`src/rtl/core/sfla_pkg.sv`:
```
// ----------------------------------------------------------------------------
// sfla_pkg
// Types and constants shared by the segregated free-list allocator.
// ----------------------------------------------------------------------------
package sfla_pkg;

  localparam int unsigned CHUNK_BYTES_DEF  = 16;
  localparam int unsigned HEADER_BYTES_DEF = 16;
  localparam int unsigned NUM_ORDERS_DEF   = 8;
  localparam int unsigned ARENA_BYTES_DEF  = 4096;

  localparam int unsigned ADDR_W = 12;
  localparam int unsigned SIZE_W = 16;
  localparam int unsigned ST_W   = 3;

  localparam logic KIND_ALLOC = 1'b0;
  localparam logic KIND_FREE  = 1'b1;

  typedef enum logic [ST_W-1:0] {
    ST_LIST  = 3'd0,
    ST_TOP   = 3'd1,
    ST_FREED = 3'd2,
    ST_NULL  = 3'd3,
    ST_ORDER = 3'd4,
    ST_OOM   = 3'd5
  } status_e;

  typedef enum logic {
    S_IDLE,
    S_EXEC
  } state_e;

  typedef struct packed {
    logic              kind;
    logic [SIZE_W-1:0] size_bytes;
    logic [ADDR_W-1:0] block_address;
  } req_t;

  typedef struct packed {
    logic [ADDR_W-1:0] result_address;
    logic [ST_W-1:0]   status;
  } rsp_t;

  typedef struct packed {
    logic is_free;
    logic size_zero;
    logic too_large;
    logic head_ok;
    logic top_fit;
    logic free_rej;
  } dec_flags_t;

endpackage

```
`src/rtl/core/sfla_decode.sv`:
```
// ----------------------------------------------------------------------------
// sfla_decode
// Request decode: order search, list head lookup, header index and checks.
// ----------------------------------------------------------------------------
module sfla_decode #(
  parameter int unsigned CHUNK_BYTES  = sfla_pkg::CHUNK_BYTES_DEF,
  parameter int unsigned HEADER_BYTES = sfla_pkg::HEADER_BYTES_DEF,
  parameter int unsigned NUM_ORDERS   = sfla_pkg::NUM_ORDERS_DEF,
  parameter int unsigned ARENA_BYTES  = sfla_pkg::ARENA_BYTES_DEF,
  localparam int unsigned ORD_W       = $clog2(NUM_ORDERS),
  localparam int unsigned HDR_SLOTS   = ARENA_BYTES / CHUNK_BYTES,
  localparam int unsigned IDX_W       = $clog2(HDR_SLOTS),
  localparam int unsigned TOP_W       = $clog2(ARENA_BYTES) + 1
) (
  input  sfla_pkg::req_t                                 req_i,
  input  logic [NUM_ORDERS-1:0][sfla_pkg::ADDR_W-1:0]    heads_i,
  input  logic [TOP_W-1:0]                               top_i,
  output sfla_pkg::dec_flags_t                           flags_o,
  output logic [ORD_W-1:0]                               ord_o,
  output logic [IDX_W-1:0]                               idx_o,
  output logic [TOP_W-1:0]                               top_next_o
);

  localparam int unsigned AW     = sfla_pkg::ADDR_W;
  localparam int unsigned CSH    = $clog2(CHUNK_BYTES);
  localparam int unsigned NEED_W = sfla_pkg::SIZE_W + 1;
  localparam int unsigned IXW    = (IDX_W > AW) ? IDX_W : AW;
  localparam int unsigned BLK_W  = CSH + NUM_ORDERS;
  localparam int unsigned SUM_W  = ((BLK_W > TOP_W) ? BLK_W : TOP_W) + 1;
  localparam int unsigned CW     = (TOP_W > AW) ? TOP_W : AW;

  logic [NEED_W-1:0] need;
  logic              found;
  logic [ORD_W-1:0]  ord;
  logic [AW-1:0]     head;
  logic [AW-1:0]     head_hdr;
  logic [IXW-1:0]    head_ixf;
  logic [BLK_W-1:0]  blk;
  logic [SUM_W-1:0]  sum;
  logic [AW-1:0]     fhdr;
  logic [IXW-1:0]    fixf;

  always_comb begin
    need  = NEED_W'(req_i.size_bytes) + NEED_W'(HEADER_BYTES);
    found = 1'b0;
    ord   = '0;
    for (int k = NUM_ORDERS - 1; k >= 0; k--) begin
      if (32'(need) <= (32'(CHUNK_BYTES) << k)) begin
        found = 1'b1;
        ord   = ORD_W'(k);
      end
    end
  end

  assign head     = heads_i[ord];
  assign head_hdr = head - AW'(HEADER_BYTES);
  assign head_ixf = IXW'(head_hdr >> CSH);
  assign blk      = BLK_W'(CHUNK_BYTES) << ord;
  assign sum      = SUM_W'(top_i) + SUM_W'(blk);
  assign fhdr     = req_i.block_address - AW'(HEADER_BYTES);
  assign fixf     = IXW'(fhdr >> CSH);

  always_comb begin
    flags_o.is_free   = (req_i.kind == sfla_pkg::KIND_FREE);
    flags_o.size_zero = (req_i.size_bytes == '0);
    flags_o.too_large = !found;
    flags_o.head_ok   = (32'(head) >= HEADER_BYTES) && (32'(head_ixf) < HDR_SLOTS);
    flags_o.top_fit   = (sum <= SUM_W'(ARENA_BYTES));
    flags_o.free_rej  = (req_i.block_address == '0)
                     || (32'(req_i.block_address) < HEADER_BYTES)
                     || (fhdr[CSH-1:0] != '0)
                     || (CW'(fhdr) >= CW'(top_i))
                     || (32'(fixf) >= HDR_SLOTS);
  end

  assign ord_o      = ord;
  assign idx_o      = (req_i.kind == sfla_pkg::KIND_FREE) ? fixf[IDX_W-1:0] : head_ixf[IDX_W-1:0];
  assign top_next_o = sum[TOP_W-1:0];

endmodule

```
`config.mk`:
```
export PLATFORM = sky130hd
export DESIGN_NAME = sfla_decode
export DESIGN_NICKNAME = d
export VERILOG_FILES = /design/src/rtl/core/sfla_pkg.sv /design/src/rtl/core/sfla_decode.sv
export SDC_FILE = /design/constraint.sdc
export NUM_CORES = 1
export LEC_CHECK = 0
export BUFFER_PORTS_ARGS = -buffer_cell sky130_fd_sc_hd__buf_2
export CORE_ASPECT_RATIO = 1.4
export CORE_MARGIN = 2
export CORE_UTILIZATION = 35
export DETAILED_ROUTE_END_ITERATION = 8
export PLACE_DENSITY = 0.72
export RECOVER_POWER = 25
export SLEW_MARGIN = 15
export SYNTH_ARGS = -nofsm -noshare
export SYNTH_HDL_FRONTEND = slang
export SYNTH_SLANG_ARGS = --single-unit
export TNS_END_PERCENT = 1
```
`constraint.sdc`:
```
create_clock -name vclk -period 9.8
set_clock_uncertainty 0.15 [all_clocks]
set_input_delay 1.96 -clock vclk [all_inputs]
set_output_delay 1.96 -clock vclk [all_outputs]
set_load 0.01 [all_outputs]
```
# [After elaboration in Yosys (flattened, before gate mapping)]
# Index checks and enable logic that the tools add are counted.
[classes] n_lt_le_gt_ge=15 n_mux=19 addsub=4 shift=1 reduce_logical=9
[ops] op="$bmux 12 s3" n=1
[ops] op="$mux 3" n=8
[ops] op="$sub 12x5->12 const B" n=2
[ops] op="$add 16x5->17 const B" n=1
[ops] op="$le 17x10->1 const B" n=1
[ops] op="$le 17x11->1 const B" n=1
[ops] op="$le 17x12->1 const B" n=1
[ops] op="$le 17x5->1 const B" n=1
[ops] op="$le 17x6->1 const B" n=1
[ops] op="$le 17x7->1 const B" n=1
[ops] op="$le 17x8->1 const B" n=1
[ops] op="$le 17x9->1 const B" n=1
[ops] op="$logic_not 16->1" n=1
[ops] op="$add 13x12->14" n=1
[ops] op="$le 14x13->1 const B" n=1
[ops] op="$ge 12x13->1" n=1
[ops] op="$ge 12x5->1 const B" n=1
[ops] op="$logic_not 12->1" n=1
[ops] op="$lt 12x5->1 const B" n=1
[ops] op="$mux 12" n=1
[ops] op="$shl 5x3->12 const A" n=1
[ops] op="$ge 8x9->1 const B" n=1
[ops] op="$lt 8x9->1 const B" n=1
[ops] op="$mux 1" n=8
[ops] op="other kinds (6)" n=9
[word_totals] input_bits=138 reg_bits=0

# [Logic depth before layout (Yosys ltp)]
[logic_depth] depth_word=15 mapped_depth=25

# [Worst setup path after synthesis]
# No wires, ideal clock.
[synth_timing] path_type="in2out" startpoint="input req_i[16] (netlist bit)" endpoint="output flags_o[1] (netlist bit)" slack_ns=1.552 t_required_ns=7.690 t_arrival_ns=6.138 stages=23 cell_sequence="ha_1 -> buf_2 -> nand2_1 -> or3_1 -> a211oi_1 -> a22oi_1 -> o22ai_2 -> a21oi_4 -> inv_2 -> buf_4 -> clkbuf_1 -> nor2_1 -> ha_1 -> a21oi_1 -> nor2_1 -> nor2_1 -> o21bai_1 -> a21oi_1 -> o21bai_1 -> a21oi_1 -> xnor2_1 -> mux2_2 -> a222oi_1"
[synth_rtl] element="start: declaration" line_no="sfla_decode.sv:15" rtl="input sfla_pkg::req_t req_i,"
[synth_rtl] element="end: declaration" line_no="sfla_decode.sv:18" rtl="output sfla_pkg::dec_flags_t flags_o,"

==> flow_metrics.tcl <==
set metrics [dict create \
    grt_pass1_wl_um 15800 \
    period_needed_ps 9180 \
    cp_data_required_time_ps 7690 \
    synth_top_family_by_area "compound AO/OA/AOI/OAI gates" \
    via_per_inst 5.65 \
    design.core.area_um2 7650 \
    drv_slew 0 \
    hold_buffers 0 \
    overflow 0 \
    routedWlPerCell_um 15.6 \
    outcome "complete, no violations" \
    synth_compound_area_share_pct 32.5 \
    ys_types 68 \
    start_util_pct 35.7 \
    combPwrFrac_pct 100.0 \
    ys_seq_area_share_pct 0 \
    vias 3682 \
    drv_cap 0 \
    setup_violations 0 \
    slew_headroom_pct 45.6 \
    nets 719 \
    first_pass_iters 5 \
    routed_wl_um 10200 \
    finalNonFillerCells 652 \
    io_buffers 168 \
    switching_power_uw 71.2 \
    cts-resized-gates 0 \
    fillers 805 \
    drive_gt1_share_pct 33.3 \
    synth_mux_area_share_pct 7.10 \
    cp.arrival_ps 7070 \
    crit_chain "buf_2 -> ha_1 -> and2_1 -> nand3_1 -> mux2i_1 -> o21bai_1 -> a21o_1 -> clkinv_1 -> a211oi_1 -> ha_1 -> fa_1 -> a21oi_1 -> nor2_1 -> nor2_1 -> o21bai_1 -> a21oi_1 -> o21bai_1 -> a21oi_1 -> xnor2_1 -> mux2_2 -> a222oi_1 -> buf_2" \
    cp_slowest_cell "mux2i_1" \
    syn_area_um2 2730 \
    crit_type "input port to output pin" \
    clkbuf_count 0 \
    setup_tns_ps 0 \
    crit_path_max_fanout 17 \
    finalPower_uw 130 \
    power_density_nw_per_um2 36.7 \
    fmax_ghz 0.109 \
    clockPowerShare_pct 0 \
    track_usage_pct 22.6 \
    synth-simple-area-share_pct 30.4 \
    swShare_pct 54.6 \
    ios 168 \
    irDropWorstVdd_uv 17.9 \
    rsz0062_at_grt "false" \
    syn_inst 409 \
    drtIter0Drc 139 \
    pwr-share-seq_pct 0 \
    worstSetupStartpointType "input port" \
    synth_xor_area_share_pct 8.02 \
    seq_cell_count 0 \
    finalWorstSetupSlack_ps 621 \
    intPower_uw 59.1 \
    hold_class "input port to output pin" \
    ant_nets 0 \
    pre_cts_ws_ps 693 \
    areaGrowthSynthToFinish_pct 30.1 \
    syn-mean-instance-area_um2 6.68 \
    die_w_um 78.7 \
    die-area_um2 8540 \
    leakage_uw 0.00176 \
    critPathCaptureType "output pin" \
    grt_pass1_vias 3607 \
    final.period_utilization_pct 93.7 \
    dp_hpwl_um 8770 \
    syn-num-nets 574 \
    regArea_um2 0 \
    post-place-cells 652 \
    gp_congestion 1.01 \
    rows 38 \
    worst_slew_pin_slew_ps 809 \
    antenna_found_initial 0 \
    synth-adder-area-share_pct 12.6 \
    drc 0 \
    yosysWarningCount 0 \
    cts_setup_buffers 0 \
    timing.final.hold_violations 0 \
    cpPeakStageDelay_ps 500 \
    diodes 0 \
    grt_max_degree 21 \
    die_h_um 109 \
]
[power groups by stage]
stage	Clock (uW)	Sequential [uW]	Combinational [uW]
after floorplan	0	0	75.4
after global placement	0	0	128
after detailed placement	0	0	130
after CTS	0	0	130
after global routing	0	0	145
final	0	0	130
[metrics by stage]
stage	hold slack (ps)	instance area, um2	utilization, %
final	4000	3550	46.4
after global routing	4010	3550	46.4
after detailed placement	3990	3570	46.6
after CTS	3990	3570	46.6
after floorplan	3850	2730	-
after global placement	3980	3570	46.6
[critical path: cells and delay by family]
family | cells | cell delay, ps
AOI/OAI and AO/OA | 9 | 1800
adders and majority gates | 3 | 920
buffers and inverters | 3 | 890
muxes | 2 | 770
and+or+nand+nor | 4 | 550
xor gates and xnor gates | 1 | 160
[layout make-up]
class / count / area [um2] / area share (%)
Timing Repair Buffer: 169 / 841 / 23.7
Tap cell: 100 / 125 / 3.52
Multi-Input combinational cell: 352 / 2470 / 69.6
Inverter: 31 / 116 / 3.27
[per-layer routing]
| layer | vias to the layer above | GRT usage (%) | wire length, um |
|---|---|---|---|
| li1 | 1816 | - | - |
| met1 | 1672 | 22.2 | 3560 |
| met2 | 159 | 46.6 | 5480 |
| met3 | 35 | 2.17 | 688 |
| met4 | 0 | 9.52 | 424 |
| met5 | - | 0 | 0 |
[synth_stat cells, types with 3 or more instances]
library cell / instances / area (um2)
or3_1: 5 / 31.3
nand2_1: 36 / 135
nor2_1: 34 / 128
a21o_1: 6 / 45.0
a211oi_1: 18 / 135
and2_1: 8 / 50.1
mux2i_1: 9 / 90.1
and4_1: 3 / 26.3
a21oi_1: 27 / 135
xor2_1: 9 / 78.8
o21bai_1: 5 / 37.5
nor4_1: 13 / 81.3
xnor2_1: 16 / 140
mux2_2: 6 / 67.6
o21ai_0: 26 / 130
nor2b_1: 3 / 18.8
nand4_1: 8 / 50.1
inv_1: 27 / 101
nand3_1: 22 / 110
buf_4: 8 / 60.1
a221oi_1: 4 / 35.0
or4_1: 4 / 30.0
buf_2: 9 / 45.0
clkbuf_1: 8 / 30.0
ha_1: 26 / 325
o31a_1: 3 / 26.3
nor3_1: 8 / 40.0
[logic make-up after synthesis]
group	count (synthesis)
AO/OA/AOI/OAI	125
XOR/XNOR	25
adder cells (fa/ha/maj)	27
buffers and inverters	57
multiplexers	17
AND/OR/NAND/NOR	158
[layout by cell type (no fill, tap or decap), types with 4 or more instances in the layout]
cell,synthesis,layout
or3_1,5,5
nand3_1,22,22
a221oi_1,4,4
mux2_2,6,6
o21ai_0,26,26
ha_1,26,26
nor2_1,34,34
a21oi_1,27,27
nor4_1,13,13
o21bai_1,5,5
or4_1,4,4
a21o_1,6,6
xnor2_1,16,16
inv_1,27,27
mux2i_1,9,10
clkbuf_1,8,6
nand4_1,8,8
and2_1,8,8
nor3_1,8,8
xor2_1,9,9
a211oi_1,18,18
buf_2,9,162
nand2_1,36,36
[path summary, 6_finish.rpt]
kind  startpoint       endpoint  slack, ps  depth (start not counted)
max    req_i[16]     flags_o[1]        620                         22
min     top_i[3]  top_next_o[3]       4000                          2
No activity file was read; power rests on OpenSTA's default activity.
